## src/sv/ntsp_pkg.sv

```systemverilog
// ----------------------------------------------------------------------------
// ntsp_pkg: shared types and constants for the nearest target selector
// Holds the configuration register map, the configuration bundle and the
// per-item control flags passed between the distance and tracking stages.
// ----------------------------------------------------------------------------
package ntsp_pkg;

  // Configuration register indexes
  typedef enum logic [2:0] {
    CFG_REF_X            = 3'd0,
    CFG_REF_Y            = 3'd1,
    CFG_DIST_LIMIT_SQ    = 3'd2,
    CFG_MAX_CANDIDATES   = 3'd3,
    CFG_SATURATION_COUNT = 3'd4,
    CFG_HITS_NEEDED      = 3'd5,
    CFG_MISSES_TO_CLEAR  = 3'd6,
    CFG_MISSES_TO_REPORT = 3'd7
  } cfg_index_t;

  // Register file contents
  typedef struct packed {
    logic [14:0] ref_x;
    logic [14:0] ref_y;
    logic [31:0] dist_limit_sq;
    logic [3:0]  max_candidates;
    logic [3:0]  saturation_count;
    logic [7:0]  hits_needed;
    logic [7:0]  misses_to_clear;
    logic [7:0]  misses_to_report;
  } cfg_t;

  // Reset values of the register file
  localparam logic [14:0] REF_X_RESET            = 15'd4160;
  localparam logic [14:0] REF_Y_RESET            = 15'd5344;
  localparam logic [31:0] DIST_LIMIT_SQ_RESET    = 32'd256000;
  localparam logic [3:0]  MAX_CANDIDATES_RESET   = 4'd6;
  localparam logic [3:0]  SATURATION_COUNT_RESET = 4'd6;
  localparam logic [7:0]  HITS_NEEDED_RESET      = 8'd3;
  localparam logic [7:0]  MISSES_TO_CLEAR_RESET  = 8'd2;
  localparam logic [7:0]  MISSES_TO_REPORT_RESET = 8'd5;

  // Centre x marking a rejected circle (minus one pixel in Q11.4)
  localparam int REJECT_X = -16;

  // Saturation value of the hit and miss counters
  localparam logic [7:0] CNT_MAX = 8'hFF;

  // Per-item flags from the distance stage to the tracking stage
  typedef struct packed {
    logic present;
    logic last;
    logic rejected;
  } item_ctl_t;

endpackage

```

## src/sv/ntsp_dist.sv

```systemverilog
// ----------------------------------------------------------------------------
// ntsp_dist: input register and squared distance stage
// Registers each incoming item, computes its exact squared distance to the
// reference point and flags rejected circles, then hands the result on.
// ----------------------------------------------------------------------------
module ntsp_dist #(
  parameter int COORD_WIDTH = 16
) (
  input  logic                                clk,
  input  logic                                rst,
  // incoming items
  input  logic                                in_valid,
  output logic                                in_ready,
  input  logic                                in_present,
  input  logic                                in_last,
  input  logic signed [COORD_WIDTH-1:0]       in_cx,
  input  logic signed [COORD_WIDTH-1:0]       in_cy,
  // reference point
  input  logic [14:0]                         ref_x,
  input  logic [14:0]                         ref_y,
  // items with distance
  output logic                                out_valid,
  input  logic                                out_ready,
  output ntsp_pkg::item_ctl_t                 out_ctl,
  output logic signed [COORD_WIDTH-1:0]       out_cx,
  output logic signed [COORD_WIDTH-1:0]       out_cy,
  output logic [2*(((COORD_WIDTH > 16) ? COORD_WIDTH : 16)):0] out_dist
);
  import ntsp_pkg::*;

  // signed difference width, magnitude width, squared sum width
  localparam int EW = ((COORD_WIDTH > 16) ? COORD_WIDTH : 16) + 1;
  localparam int AW = EW - 1;
  localparam int DW = 2 * AW + 1;
  localparam logic signed [COORD_WIDTH-1:0] RejX = COORD_WIDTH'(REJECT_X);

  // input register
  logic                          v1;
  logic                          p1;
  logic                          l1;
  logic signed [COORD_WIDTH-1:0] cx1;
  logic signed [COORD_WIDTH-1:0] cy1;
  logic                          adv1;

  logic signed [EW-1:0]          dx;
  logic signed [EW-1:0]          dy;
  logic [AW-1:0]                 ax;
  logic [AW-1:0]                 ay;
  logic [2*AW-1:0]               sqx;
  logic [2*AW-1:0]               sqy;
  logic [DW-1:0]                 sq_dist;

  assign adv1     = v1 && (!out_valid || out_ready);
  assign in_ready = !v1 || adv1;

  always_ff @(posedge clk) begin
    if (rst) begin
      v1 <= 1'b0;
    end else if (in_valid && in_ready) begin
      v1 <= 1'b1;
    end else if (adv1) begin
      v1 <= 1'b0;
    end
  end

  always_ff @(posedge clk) begin
    if (in_valid && in_ready) begin
      p1  <= in_present;
      l1  <= in_last;
      cx1 <= in_cx;
      cy1 <= in_cy;
    end
  end

  // exact squared distance, magnitudes first to keep the multipliers unsigned
  always_comb begin
    dx      = $signed(EW'(ref_x)) - EW'(cx1);
    dy      = $signed(EW'(ref_y)) - EW'(cy1);
    ax      = dx[EW-1] ? AW'(-dx) : AW'(dx);
    ay      = dy[EW-1] ? AW'(-dy) : AW'(dy);
    sqx     = (2*AW)'(ax) * (2*AW)'(ax);
    sqy     = (2*AW)'(ay) * (2*AW)'(ay);
    sq_dist = DW'(sqx) + DW'(sqy);
  end

  // distance register
  always_ff @(posedge clk) begin
    if (rst) begin
      out_valid <= 1'b0;
    end else if (adv1) begin
      out_valid <= 1'b1;
    end else if (out_ready) begin
      out_valid <= 1'b0;
    end
  end

  always_ff @(posedge clk) begin
    if (adv1) begin
      out_ctl.present  <= p1;
      out_ctl.last     <= l1;
      out_ctl.rejected <= (cx1 == RejX);
      out_cx           <= cx1;
      out_cy           <= cy1;
      out_dist         <= sq_dist;
    end
  end

endmodule

```

## src/sv/ntsp_track.sv

```systemverilog
// ----------------------------------------------------------------------------
// ntsp_track: candidate selection, persistence filter and result register
// Keeps the running best candidate of the frame, runs the hit and miss
// counters at the end of each frame and holds the report for the output.
// ----------------------------------------------------------------------------
module ntsp_track #(
  parameter int COORD_WIDTH = 16
) (
  input  logic                                clk,
  input  logic                                rst,
  input  ntsp_pkg::cfg_t                      cfg,
  // items with distance
  input  logic                                in_valid,
  output logic                                in_ready,
  input  ntsp_pkg::item_ctl_t                 in_ctl,
  input  logic signed [COORD_WIDTH-1:0]       in_cx,
  input  logic signed [COORD_WIDTH-1:0]       in_cy,
  input  logic [2*(((COORD_WIDTH > 16) ? COORD_WIDTH : 16)):0] in_dist,
  // reports
  output logic                                out_valid,
  input  logic                                out_ready,
  output logic signed [COORD_WIDTH:0]         out_dir_x,
  output logic signed [COORD_WIDTH:0]         out_dir_y,
  output logic [3:0]                          out_count,
  output logic                                out_found
);
  import ntsp_pkg::*;

  localparam int EW = ((COORD_WIDTH > 16) ? COORD_WIDTH : 16) + 1;
  localparam int DW = 2 * (EW - 1) + 1;

  // frame and filter state
  logic [3:0]                    frame_count;
  logic signed [COORD_WIDTH-1:0] best_x;
  logic signed [COORD_WIDTH-1:0] best_y;
  logic [DW-1:0]                 best_dist;
  logic [7:0]                    hit_count;
  logic [7:0]                    miss_count;

  logic [3:0]                    frame_count_next;
  logic signed [COORD_WIDTH-1:0] best_x_next;
  logic signed [COORD_WIDTH-1:0] best_y_next;
  logic [DW-1:0]                 best_dist_next;
  logic [7:0]                    hit_count_next;
  logic [7:0]                    miss_count_next;

  logic                          consider;
  logic                          first;
  logic                          better;
  logic [DW-1:0]                 cur_dist;
  logic [3:0]                    n;
  logic [7:0]                    hit_inc;
  logic [7:0]                    miss_inc;
  logic                          produce;
  logic                          found;
  logic signed [EW-1:0]          ox;
  logic signed [EW-1:0]          oy;
  logic                          fire;

  // a result-producing item waits only while the report register is stuck
  assign in_ready = !in_valid || !produce || !out_valid || out_ready;
  assign fire     = in_valid && in_ready;

  // candidate update and end-of-frame decision
  always_comb begin
    consider = in_ctl.present && (frame_count < cfg.max_candidates);
    first    = (frame_count == 4'd0);
    cur_dist = first ? DW'(cfg.dist_limit_sq) : best_dist;
    better   = !in_ctl.rejected && (in_dist < cur_dist);

    best_x_next      = best_x;
    best_y_next      = best_y;
    best_dist_next   = best_dist;
    frame_count_next = frame_count;
    if (consider) begin
      if (better || first) begin
        best_x_next = in_cx;
        best_y_next = in_cy;
      end
      best_dist_next   = better ? in_dist : cur_dist;
      frame_count_next = frame_count + 4'd1;
    end

    n        = frame_count_next;
    hit_inc  = (hit_count == CNT_MAX) ? hit_count : hit_count + 8'd1;
    miss_inc = (miss_count == CNT_MAX) ? miss_count : miss_count + 8'd1;

    hit_count_next  = hit_count;
    miss_count_next = miss_count;
    produce         = 1'b0;
    found           = 1'b0;
    if (in_ctl.last) begin
      frame_count_next = 4'd0;
      if (n != 4'd0 && n < cfg.saturation_count) begin
        // hit frame
        hit_count_next = hit_inc;
        if (hit_inc >= cfg.hits_needed) begin
          produce         = 1'b1;
          found           = 1'b1;
          miss_count_next = 8'd0;
        end
      end else begin
        // miss frame
        miss_count_next = miss_inc;
        if (miss_inc >= cfg.misses_to_clear) begin
          hit_count_next = 8'd0;
        end
        if (miss_inc >= cfg.misses_to_report) begin
          miss_count_next = 8'd0;
          produce         = 1'b1;
        end
      end
    end

    ox = $signed(EW'(best_x_next)) - $signed(EW'(cfg.ref_x));
    oy = $signed(EW'(cfg.ref_y)) - $signed(EW'(best_y_next));
  end

  // state registers
  always_ff @(posedge clk) begin
    if (rst) begin
      frame_count <= 4'd0;
      best_x      <= '0;
      best_y      <= '0;
      best_dist   <= '0;
      hit_count   <= 8'd0;
      miss_count  <= 8'd0;
    end else if (fire) begin
      frame_count <= frame_count_next;
      best_x      <= best_x_next;
      best_y      <= best_y_next;
      best_dist   <= best_dist_next;
      hit_count   <= hit_count_next;
      miss_count  <= miss_count_next;
    end
  end

  // report register
  always_ff @(posedge clk) begin
    if (rst) begin
      out_valid <= 1'b0;
    end else if (fire && produce) begin
      out_valid <= 1'b1;
    end else if (out_ready) begin
      out_valid <= 1'b0;
    end
  end

  always_ff @(posedge clk) begin
    if (fire && produce) begin
      out_found <= found;
      out_dir_x <= found ? ox[COORD_WIDTH:0] : '0;
      out_dir_y <= found ? oy[COORD_WIDTH:0] : '0;
      out_count <= found ? n : 4'd0;
    end
  end

endmodule

```

## src/sv/nearest_target_select_with_persistence_unit.sv

```systemverilog
// ----------------------------------------------------------------------------
// nearest_target_select_with_persistence_unit: nearest circle tracker
// Picks the circle of each frame nearest to a reference point and filters
// the frame outcomes through hit and miss counters before reporting.
// ----------------------------------------------------------------------------
//
//  channel   dir  handshake             contents
//  s_*       in   s_tvalid / s_tready   one circle or empty-frame marker
//  m_*       out  m_tvalid / m_tready   direction or no-ball report
//  cfg_*     in   cfg_valid / cfg_ready register write, always ready
//
// One item is taken every cycle unless the input is stalled. An item passes
// an input register, the squared distance register and the selection logic;
// a frame's report enters the output register as its last item is selected.
// Only an item that yields a report can stall, and only while the previous
// report is still waiting; the input then backs up behind it.
// Reset is synchronous; it clears all counters, the running best and the
// register file to its defaults. No clearing pass is needed.
// ----------------------------------------------------------------------------
module nearest_target_select_with_persistence_unit #(
  parameter int COORD_WIDTH = 16
) (
  input  logic                                          clk,
  input  logic                                          rst,
  // input stream
  input  logic                                          s_tvalid,
  output logic                                          s_tready,
  // tdata fields from bit 0: cand_x, cand_y, zero pad
  input  logic [((2*COORD_WIDTH+7)/8)*8-1:0]            s_tdata,
  // tuser fields from bit 0: present
  input  logic                                          s_tuser,
  input  logic                                          s_tlast,
  // output stream
  output logic                                          m_tvalid,
  input  logic                                          m_tready,
  // tdata fields from bit 0: dir_x, dir_y, ball_count, zero pad
  output logic [((2*(COORD_WIDTH+1)+4+7)/8)*8-1:0]      m_tdata,
  // tuser fields from bit 0: found
  output logic                                          m_tuser,
  // configuration writes
  input  logic                                          cfg_valid,
  output logic                                          cfg_ready,
  input  logic [2:0]                                    cfg_index,
  input  logic [31:0]                                   cfg_data
);
  import ntsp_pkg::*;

  localparam int EW = ((COORD_WIDTH > 16) ? COORD_WIDTH : 16) + 1;
  localparam int DW = 2 * (EW - 1) + 1;
  localparam int OW = ((2*(COORD_WIDTH+1)+4+7)/8)*8;

  cfg_t                          cfg;

  logic                          d_valid;
  logic                          d_ready;
  item_ctl_t                     d_ctl;
  logic signed [COORD_WIDTH-1:0] d_cx;
  logic signed [COORD_WIDTH-1:0] d_cy;
  logic [DW-1:0]                 d_dist;

  logic signed [COORD_WIDTH:0]   dir_x;
  logic signed [COORD_WIDTH:0]   dir_y;
  logic [3:0]                    ball_count;

  // register file
  assign cfg_ready = 1'b1;

  always_ff @(posedge clk) begin
    if (rst) begin
      cfg.ref_x            <= REF_X_RESET;
      cfg.ref_y            <= REF_Y_RESET;
      cfg.dist_limit_sq    <= DIST_LIMIT_SQ_RESET;
      cfg.max_candidates   <= MAX_CANDIDATES_RESET;
      cfg.saturation_count <= SATURATION_COUNT_RESET;
      cfg.hits_needed      <= HITS_NEEDED_RESET;
      cfg.misses_to_clear  <= MISSES_TO_CLEAR_RESET;
      cfg.misses_to_report <= MISSES_TO_REPORT_RESET;
    end else if (cfg_valid && cfg_ready) begin
      unique case (cfg_index_t'(cfg_index))
        CFG_REF_X:            cfg.ref_x            <= cfg_data[14:0];
        CFG_REF_Y:            cfg.ref_y            <= cfg_data[14:0];
        CFG_DIST_LIMIT_SQ:    cfg.dist_limit_sq    <= cfg_data;
        CFG_MAX_CANDIDATES:   cfg.max_candidates   <= cfg_data[3:0];
        CFG_SATURATION_COUNT: cfg.saturation_count <= cfg_data[3:0];
        CFG_HITS_NEEDED:      cfg.hits_needed      <= cfg_data[7:0];
        CFG_MISSES_TO_CLEAR:  cfg.misses_to_clear  <= cfg_data[7:0];
        CFG_MISSES_TO_REPORT: cfg.misses_to_report <= cfg_data[7:0];
        default:              cfg.ref_x            <= cfg.ref_x;
      endcase
    end
  end

  // distance stage
  ntsp_dist #(
    .COORD_WIDTH (COORD_WIDTH)
  ) u_dist (
    .clk                   (clk),
    .rst                   (rst),
    .in_valid              (s_tvalid),
    .in_ready              (s_tready),
    .in_present            (s_tuser),
    .in_last               (s_tlast),
    .in_cx                 (s_tdata[COORD_WIDTH-1:0]),
    .in_cy                 (s_tdata[2*COORD_WIDTH-1:COORD_WIDTH]),
    .ref_x                 (cfg.ref_x),
    .ref_y                 (cfg.ref_y),
    .out_valid             (d_valid),
    .out_ready             (d_ready),
    .out_ctl               (d_ctl),
    .out_cx                (d_cx),
    .out_cy                (d_cy),
    .out_dist              (d_dist)
  );

  // selection and persistence stage
  ntsp_track #(
    .COORD_WIDTH (COORD_WIDTH)
  ) u_track (
    .clk       (clk),
    .rst       (rst),
    .cfg       (cfg),
    .in_valid  (d_valid),
    .in_ready  (d_ready),
    .in_ctl    (d_ctl),
    .in_cx     (d_cx),
    .in_cy     (d_cy),
    .in_dist   (d_dist),
    .out_valid (m_tvalid),
    .out_ready (m_tready),
    .out_dir_x (dir_x),
    .out_dir_y (dir_y),
    .out_count (ball_count),
    .out_found (m_tuser)
  );

  assign m_tdata = OW'({ball_count, dir_y, dir_x});

  // checks
  a_found_has_count: assert property (@(posedge clk) disable iff (rst)
    m_tvalid && m_tuser |-> ball_count != 4'd0)
    else $error("direction report with zero count");

  a_noball_is_zero: assert property (@(posedge clk) disable iff (rst)
    m_tvalid && !m_tuser |-> m_tdata == '0)
    else $error("no-ball report carries data");

  a_stall_from_output: assert property (@(posedge clk) disable iff (rst)
    !s_tready |-> m_tvalid && !m_tready)
    else $error("input stalled without a blocked report");

endmodule

```

## config.mk

```make
export PLATFORM = sky130hd
export DESIGN_NAME = nearest_target_select_with_persistence_unit
export DESIGN_NICKNAME = d
export VERILOG_FILES = /design/src/sv/ntsp_pkg.sv /design/src/sv/ntsp_dist.sv /design/src/sv/ntsp_track.sv /design/src/sv/nearest_target_select_with_persistence_unit.sv
export SDC_FILE = /design/constraint.sdc
export NUM_CORES = 2
export LEC_CHECK = 0
export ABC_AREA = 1
export BUFFER_PORTS_ARGS = -buffer_cell sky130_fd_sc_hd__buf_2
export CORE_AREA = 2 2 346 262
export DETAILED_ROUTE_END_ITERATION = 10
export DIE_AREA = 0 0 348 264
export GPL_TIMING_DRIVEN = 0
export RECOVER_POWER = 100
export SYNTH_ARGS = -nofsm -noshare
export SYNTH_HDL_FRONTEND = slang
export SYNTH_SLANG_ARGS = --single-unit
```

## constraint.sdc

```tcl
create_clock -name clk -period 12.26 [get_ports clk]
set_clock_uncertainty 0.2 [all_clocks]
set_input_delay 0.613 -clock clk [delete_from_list [all_inputs] [get_ports clk]]
set_output_delay 0.613 -clock clk [all_outputs]
set_load 0.05 [all_outputs]
```

# == Yosys cells after proc, flatten, opt, wreduce, memory -nomap -nowiden ==
# Index checks and enable logic that the tools add are counted.
# W data, S select, Z words.
# totals
reg_bits,323
out_inout_bits,44
wordCells,125
# op_classes
addsub,10
n_mul,2
magnitude_cmp,6
n_eq_ne,11
muxes,29
n_reduce_logical,36
# ops
op,n
$mux W16,6
$sub A16 B16 Y17,4
$mux W33,2
$mul A16 B16 Y32,2
$mux W8,7
$add A32 B32 Y33,1
$lt A33 B33 Y1,1
$neg A16 Y16,2
$ge A8 B8 Y1,3
$reduce_and A2 Y1,9
$add A8 B1 Y8 const B,2
$eq A16 B5 Y1 const B,1
$eq A8 B8 Y1 const B,2
$eq A3 B3 Y1 const B,4
$mux W1,12
$lt A4 B4 Y1,2
$mux W4,2
$reduce_bool A2 Y1,4
$logic_and A1 B1 Y1,7
$eq A3 B2 Y1 const B,2
$logic_or A1 B1 Y1,6
$reduce_and A3 Y1,2
$logic_not A1 Y1,5
$add A4 B1 Y4 const B,1
other kinds (5),5

# == Depth between registers and ports, before layout ==
# depth
word_depth,16
ltp_mapped,50
mapped_depth_nobuf,48

# == Cells and area by module ==
# From an unflattened synthesis, not the netlist that was laid out.
# hier_totals
hier_cells,4260
hier_area_um2,34210.3
# by_module_without_submodules
mod,instances,cells_each,area_each_um2,seq_area_each_um2
ntsp_dist,1,2370,21195.3,3103.0
ntsp_track,1,1349,9206.3,2892.8
nearest_target_select_with_persistence_unit,1,541,3808.7,1881.8

# == Worst setup path after synthesis ==
# No wires, ideal clock.
# synth_timing
kind,register -> register
startpoint,register cfg[79] (netlist name)
endpoint,"register u_dist.out_dist[20] (netlist bit), data pin"
setup_ns,0.265
t_arrival_ns,8.351
t_required_ns,11.795
setup_slack_ns,3.444
path_stages_with_launch,42
n_path_buf,2
synth_period_minus_slack_ns,8.816
path_cell_list,dfxtp_1 inv_1 ha_1 inv_1 fa_1 nand3_1 nand2_2 nand3_1 nand3_1 nand2_1 nand2_1 nand2_1 nand3_2 buf_2 nor2_1 xor2_1 buf_2 nor2_1 [6 not listed] fa_1 inv_1 fa_1 inv_1 fa_1 inv_1 ha_1 a21oi_1 o21ai_0 a21oi_1 inv_1 a21oi_1 inv_1 a21oi_1 inv_1 a21oi_1 o21ai_0 xor2_1
# synth_via
elab_chain_cells,5
# synth_rtl
item,line,text
$sub A16 B16 Y17 (*),ntsp_dist.sv:77,dx = $signed(EW'(ref_x)) - EW'(cx1);
$neg A16 Y16,ntsp_dist.sv:79,ax = dx[EW-1] ? AW'(-dx) : AW'(dx);
$mux W16 (*),ntsp_dist.sv:79,
$mul A16 B16 Y32 (*),ntsp_dist.sv:81,sqx = (2*AW)'(ax) * (2*AW)'(ax);
$add A32 B32 Y33 (*),ntsp_dist.sv:83,sq_dist = DW'(sqx) + DW'(sqy);
net u_dist.sq_dist[20],ntsp_dist.sv:51,logic [DW-1:0] sq_dist;
end signal: assignment,ntsp_dist.sv:104,out_dist <= sq_dist;
end: declaration,ntsp_dist.sv:27,output logic [2*(((COORD_WIDTH > 16) ? COORD_WIDTH : 16)):0] out_dist
# The timed path passes the listed nets; every way through them passes the cells marked *.
# A chain may end at the register's enable or synchronous reset.

# == Final worst setup path ==
# layout_timing
startpoint,register u_dist.cx1[0]
endpoint,"register u_dist.out_dist[20] (netlist bit), data pin"
# layout_via
elab_chain_cells,5
# layout_rtl
item,line,text
start: declaration,ntsp_dist.sv:41,logic signed [COORD_WIDTH-1:0] cx1;
start signal: assignment,ntsp_dist.sv:70,cx1 <= in_cx;
$sub A16 B16 Y17 (*),ntsp_dist.sv:77,
$neg A16 Y16,ntsp_dist.sv:79,
$mux W16 (*),ntsp_dist.sv:79,
$mul A16 B16 Y32 (*),ntsp_dist.sv:81,
$add A32 B32 Y33 (*),ntsp_dist.sv:83,
net u_dist.sq_dist[20],ntsp_dist.sv:51,
# Marked as above.

==> impl_results.md <==
* Chip Height at 264 um
* Number of global-route vias before repair at 26263
* Async SR Flop Fraction at 0%
* EDFF count, synth at 141
* # port buffers at 113
* First-pass GRT wire length at 152 mm
* Initial core utilization at 37.6%
* F_max at 93.6 MHz
* Flops & latches, synth at 323
* Fin Setup TNS at 0 ps
* Final net count at 5128
* H-Tree Depth at 2
* Skew-Pair Late Insertion Delay at 580 ps
* Total gr overflow at 0
* Clock Root Buffer: clkbuf_16
* CP Class: flip-flop to flip-flop
* Fin. max-slew vios at 106
* Largest net degree at the start of global routing at 35
* Post-Syn Area at 0.0334 mm2
* Avg Cell Area, Syn at 7.99 um2
* Ys flop type: dfxtp_1
* Total track usage at 21.5%
* Wire per inst at 17.6 um
* Count of cell types in the netlist at 54
* # clock sinks at 323
* Largest stage delay on the critical path at 600 ps
* WP data arrival at 10800 ps
* Worst Path Max Fanout at 10
* HP Class: primary input to flip-flop
* Via-to-Cell Ratio at 4.86
* Syn Inst Count at 4184
* Final setup vio count at 0
* Failing checks: max-capacitance violations, max-slew violations
* Post-synthesis sequential area ratio at 23.6%
* HPWL Detailed at 81.6 mm
* Most used cell, CP: fa_1
* CTS tree: yes
* Critical Path RT at 12380 ps
* Max clock buf depth at 3
* Nature of the critical path endpoint: flip-flop
* Starting DRC count in detailed routing at 2145
* Startpoint types: flip-flop
* Clk pin slew, worst setup/hold paths at 60 ps
* Max-Cap Viols at 4
* Layout area overhead at 9.33%
* Slowest-stage cell, CP: fa_1
* Post-cts resize count at 0
* Share of cells above drive strength 1 at 4.42%
* Gpl congestion at 0.941
* Post-CTS setup buffers at 0
* Total CTS buffers at 35
* RSZ-0062 raised after global routing: no
* Initial antenna violation count at 4
* Post-CTS Hold Buffers at 6
* Ports at 118
* DR vias at 26888
* Rows at 95
* Minimum clock period at 10690 ps
* Buf/Inv on CP at 10
* Core box area at 0.0888 mm2
* Fin crit share at 87.2%
* Initial DRT Pass Iterations at 7
* Die ar. at 0.0919 mm2
* DIE WIDTH at 348 um
* Delay-heaviest family, CP: adder cells
* DRT Wirelength at 97.3 mm
* Final hold violation count at 0
* # DRC at 0
* Status: complete, but fails checks
* Yosys warning count at 0
* Actual slew at the worst max-slew pin at 1830 ps
* Rel. slew slack at -21.9%
* Routed Antenna Nets at 0
-- sequential cells by signal, summed over array words and instances, names as in the netlist, 3 cells and up --
signal and flops:
u_track.miss_count 8, u_dist.out_dist 33, u_track.out_dir_y 17, u_dist.out_cx 16, u_dist.cx1 16, u_track.out_dir_x 17, u_track.best_y 16, cfg 94
u_track.hit_count 8, u_track.best_x 16, u_track.best_dist 33, u_track.frame_count 4, u_dist.cy1 16, u_dist.out_ctl 3, u_dist.out_cy 16, u_track.out_count 4
-- cell type report --
| cell class | count | area, um2 |
|---|---|---|
| antenna | 1 | 2.50 |
| buffer | 121 | 523 |
| clock buffer | 49 | 951 |
| clock inverter | 13 | 191 |
| fill | 9091 | 52300 |
| inverter | 990 | 3720 |
| multi-input combinational | 2751 | 21200 |
| sequential | 323 | 7880 |
| tap | 1164 | 1460 |
| timing repair buffer | 122 | 583 |
-- layout by cell type (no fill, tap or decap), drive strengths merged --
master,count
a211o,1
a211oi,2
a21boi,5
a21o,6
a21oi,258
a221oi,2
a31o,3
a31oi,5
and2,4
buf,107
bufinv,3
clkbuf,179
clkinv,23
conb,3
dfxtp,182
diode,1
dlygate4sd3,6
edfxtp,141
fa,389
ha,321
inv,977
nand2,722
nand3,164
nand3b,11
nand4,61
nor2,452
nor3,20
nor3b,1
nor4,8
o2111ai,2
o211ai,15
o21a,6
o21ai,190
o21bai,9
o221ai,3
o31ai,2
or2,7
xnor2,21
xor2,58
-- cells by family (layout without fill, tap and decap cells) --
kind of cell | after synthesis | count (layout) | share of synthesized area (%)
fa+ha+maj | 710 | 710 | 35.3
buf+inv | 1111 | 1295 | 12.8
simple gates | 1450 | 1450 | 18.0
flops | 323 | 323 | 23.6
other cells | 2 | 4 | 0.0225
xor+xnor | 79 | 79 | 2.12
compound gates | 509 | 509 | 8.14
-- metrics by stage --
step           worst slack, ps  hold slack, ps  area, um2  util (%)  std cells
4_1_cts                   1930            6.66      36700      41.4       5533
3_3_place_gp              1940             222      35400      39.9       5462
3_5_place_dp              1960             232      35500      40.0       5465
5_1_grt                    977            3.22      36500      41.1       5534
2_1_floorplan             3440             200      33400         -       4185
6_report                  1570            28.1      36500      41.1       5534
-- cell usage after synthesis, types with 3 or more instances --
| library cell | number | area share (%) |
|---|---|---|
| a31oi_1 | 5 | 0.094 |
| nand2_2 | 11 | 0.21 |
| a21oi_1 | 257 | 3.8 |
| a21boi_0 | 4 | 0.090 |
| ha_1 | 321 | 12 |
| nand3b_1 | 11 | 0.25 |
| buf_6 | 3 | 0.10 |
| xor2_1 | 57 | 1.5 |
| o21bai_1 | 9 | 0.20 |
| nand2_1 | 710 | 8.0 |
| nand4_1 | 61 | 1.1 |
| nand3_2 | 4 | 0.12 |
| buf_2 | 33 | 0.49 |
| dfxtp_1 | 182 | 11 |
| edfxtp_1 | 141 | 13 |
| or2_2 | 6 | 0.11 |
| nand3_4 | 3 | 0.16 |
| inv_2 | 22 | 0.25 |
| o21ai_1 | 3 | 0.045 |
| clkbuf_1 | 69 | 0.78 |
| o21a_1 | 6 | 0.13 |
| nor3_1 | 18 | 0.27 |
| and2_1 | 4 | 0.075 |
| nand3_1 | 157 | 2.4 |
| nor2_1 | 449 | 5.0 |
| nor4_1 | 8 | 0.15 |
| nor2_2 | 3 | 0.056 |
| a31o_2 | 3 | 0.079 |
| o21ai_0 | 186 | 2.8 |
| a21o_1 | 6 | 0.13 |
| xnor2_1 | 20 | 0.52 |
| buf_4 | 9 | 0.20 |
| o221ai_1 | 3 | 0.079 |
| buf_1 | 7 | 0.079 |
| o211ai_1 | 15 | 0.34 |
| inv_1 | 965 | 11 |
| fa_1 | 389 | 23 |
-- metal layers --
layer / GRT usage [%] / vias to the layer above / part of all wire (%)
li1: - / 13245 / -
met1: 33.1 / 12724 / 50
met2: 30.5 / 836 / 40
met3: 5.41 / 83 / 9.2
met4: 3.32 / 0 / 1.5
met5: 0 / - / 0
-- path summary, 6_finish.rpt --
| path | startpoint | to | slack (ps) | cells after the start |
|---|---|---|---|---|
| setup / recovery | u_dist.cx1[0] | u_dist.out_dist[20] | 1570 | 40 |
| hold / removal | s_tdata[8] | u_dist.cx1[8] | 30 | 1 |
| setup reg to reg | u_dist.cx1[0] | u_dist.out_dist[20] | 1570 | 40 |
| hold reg to reg | u_dist.p1 | u_dist.out_ctl[2] | 240 | 0 |
Power is not shown: default switching activity piles up to over one toggle a cycle in this logic, so the estimate is an artifact.
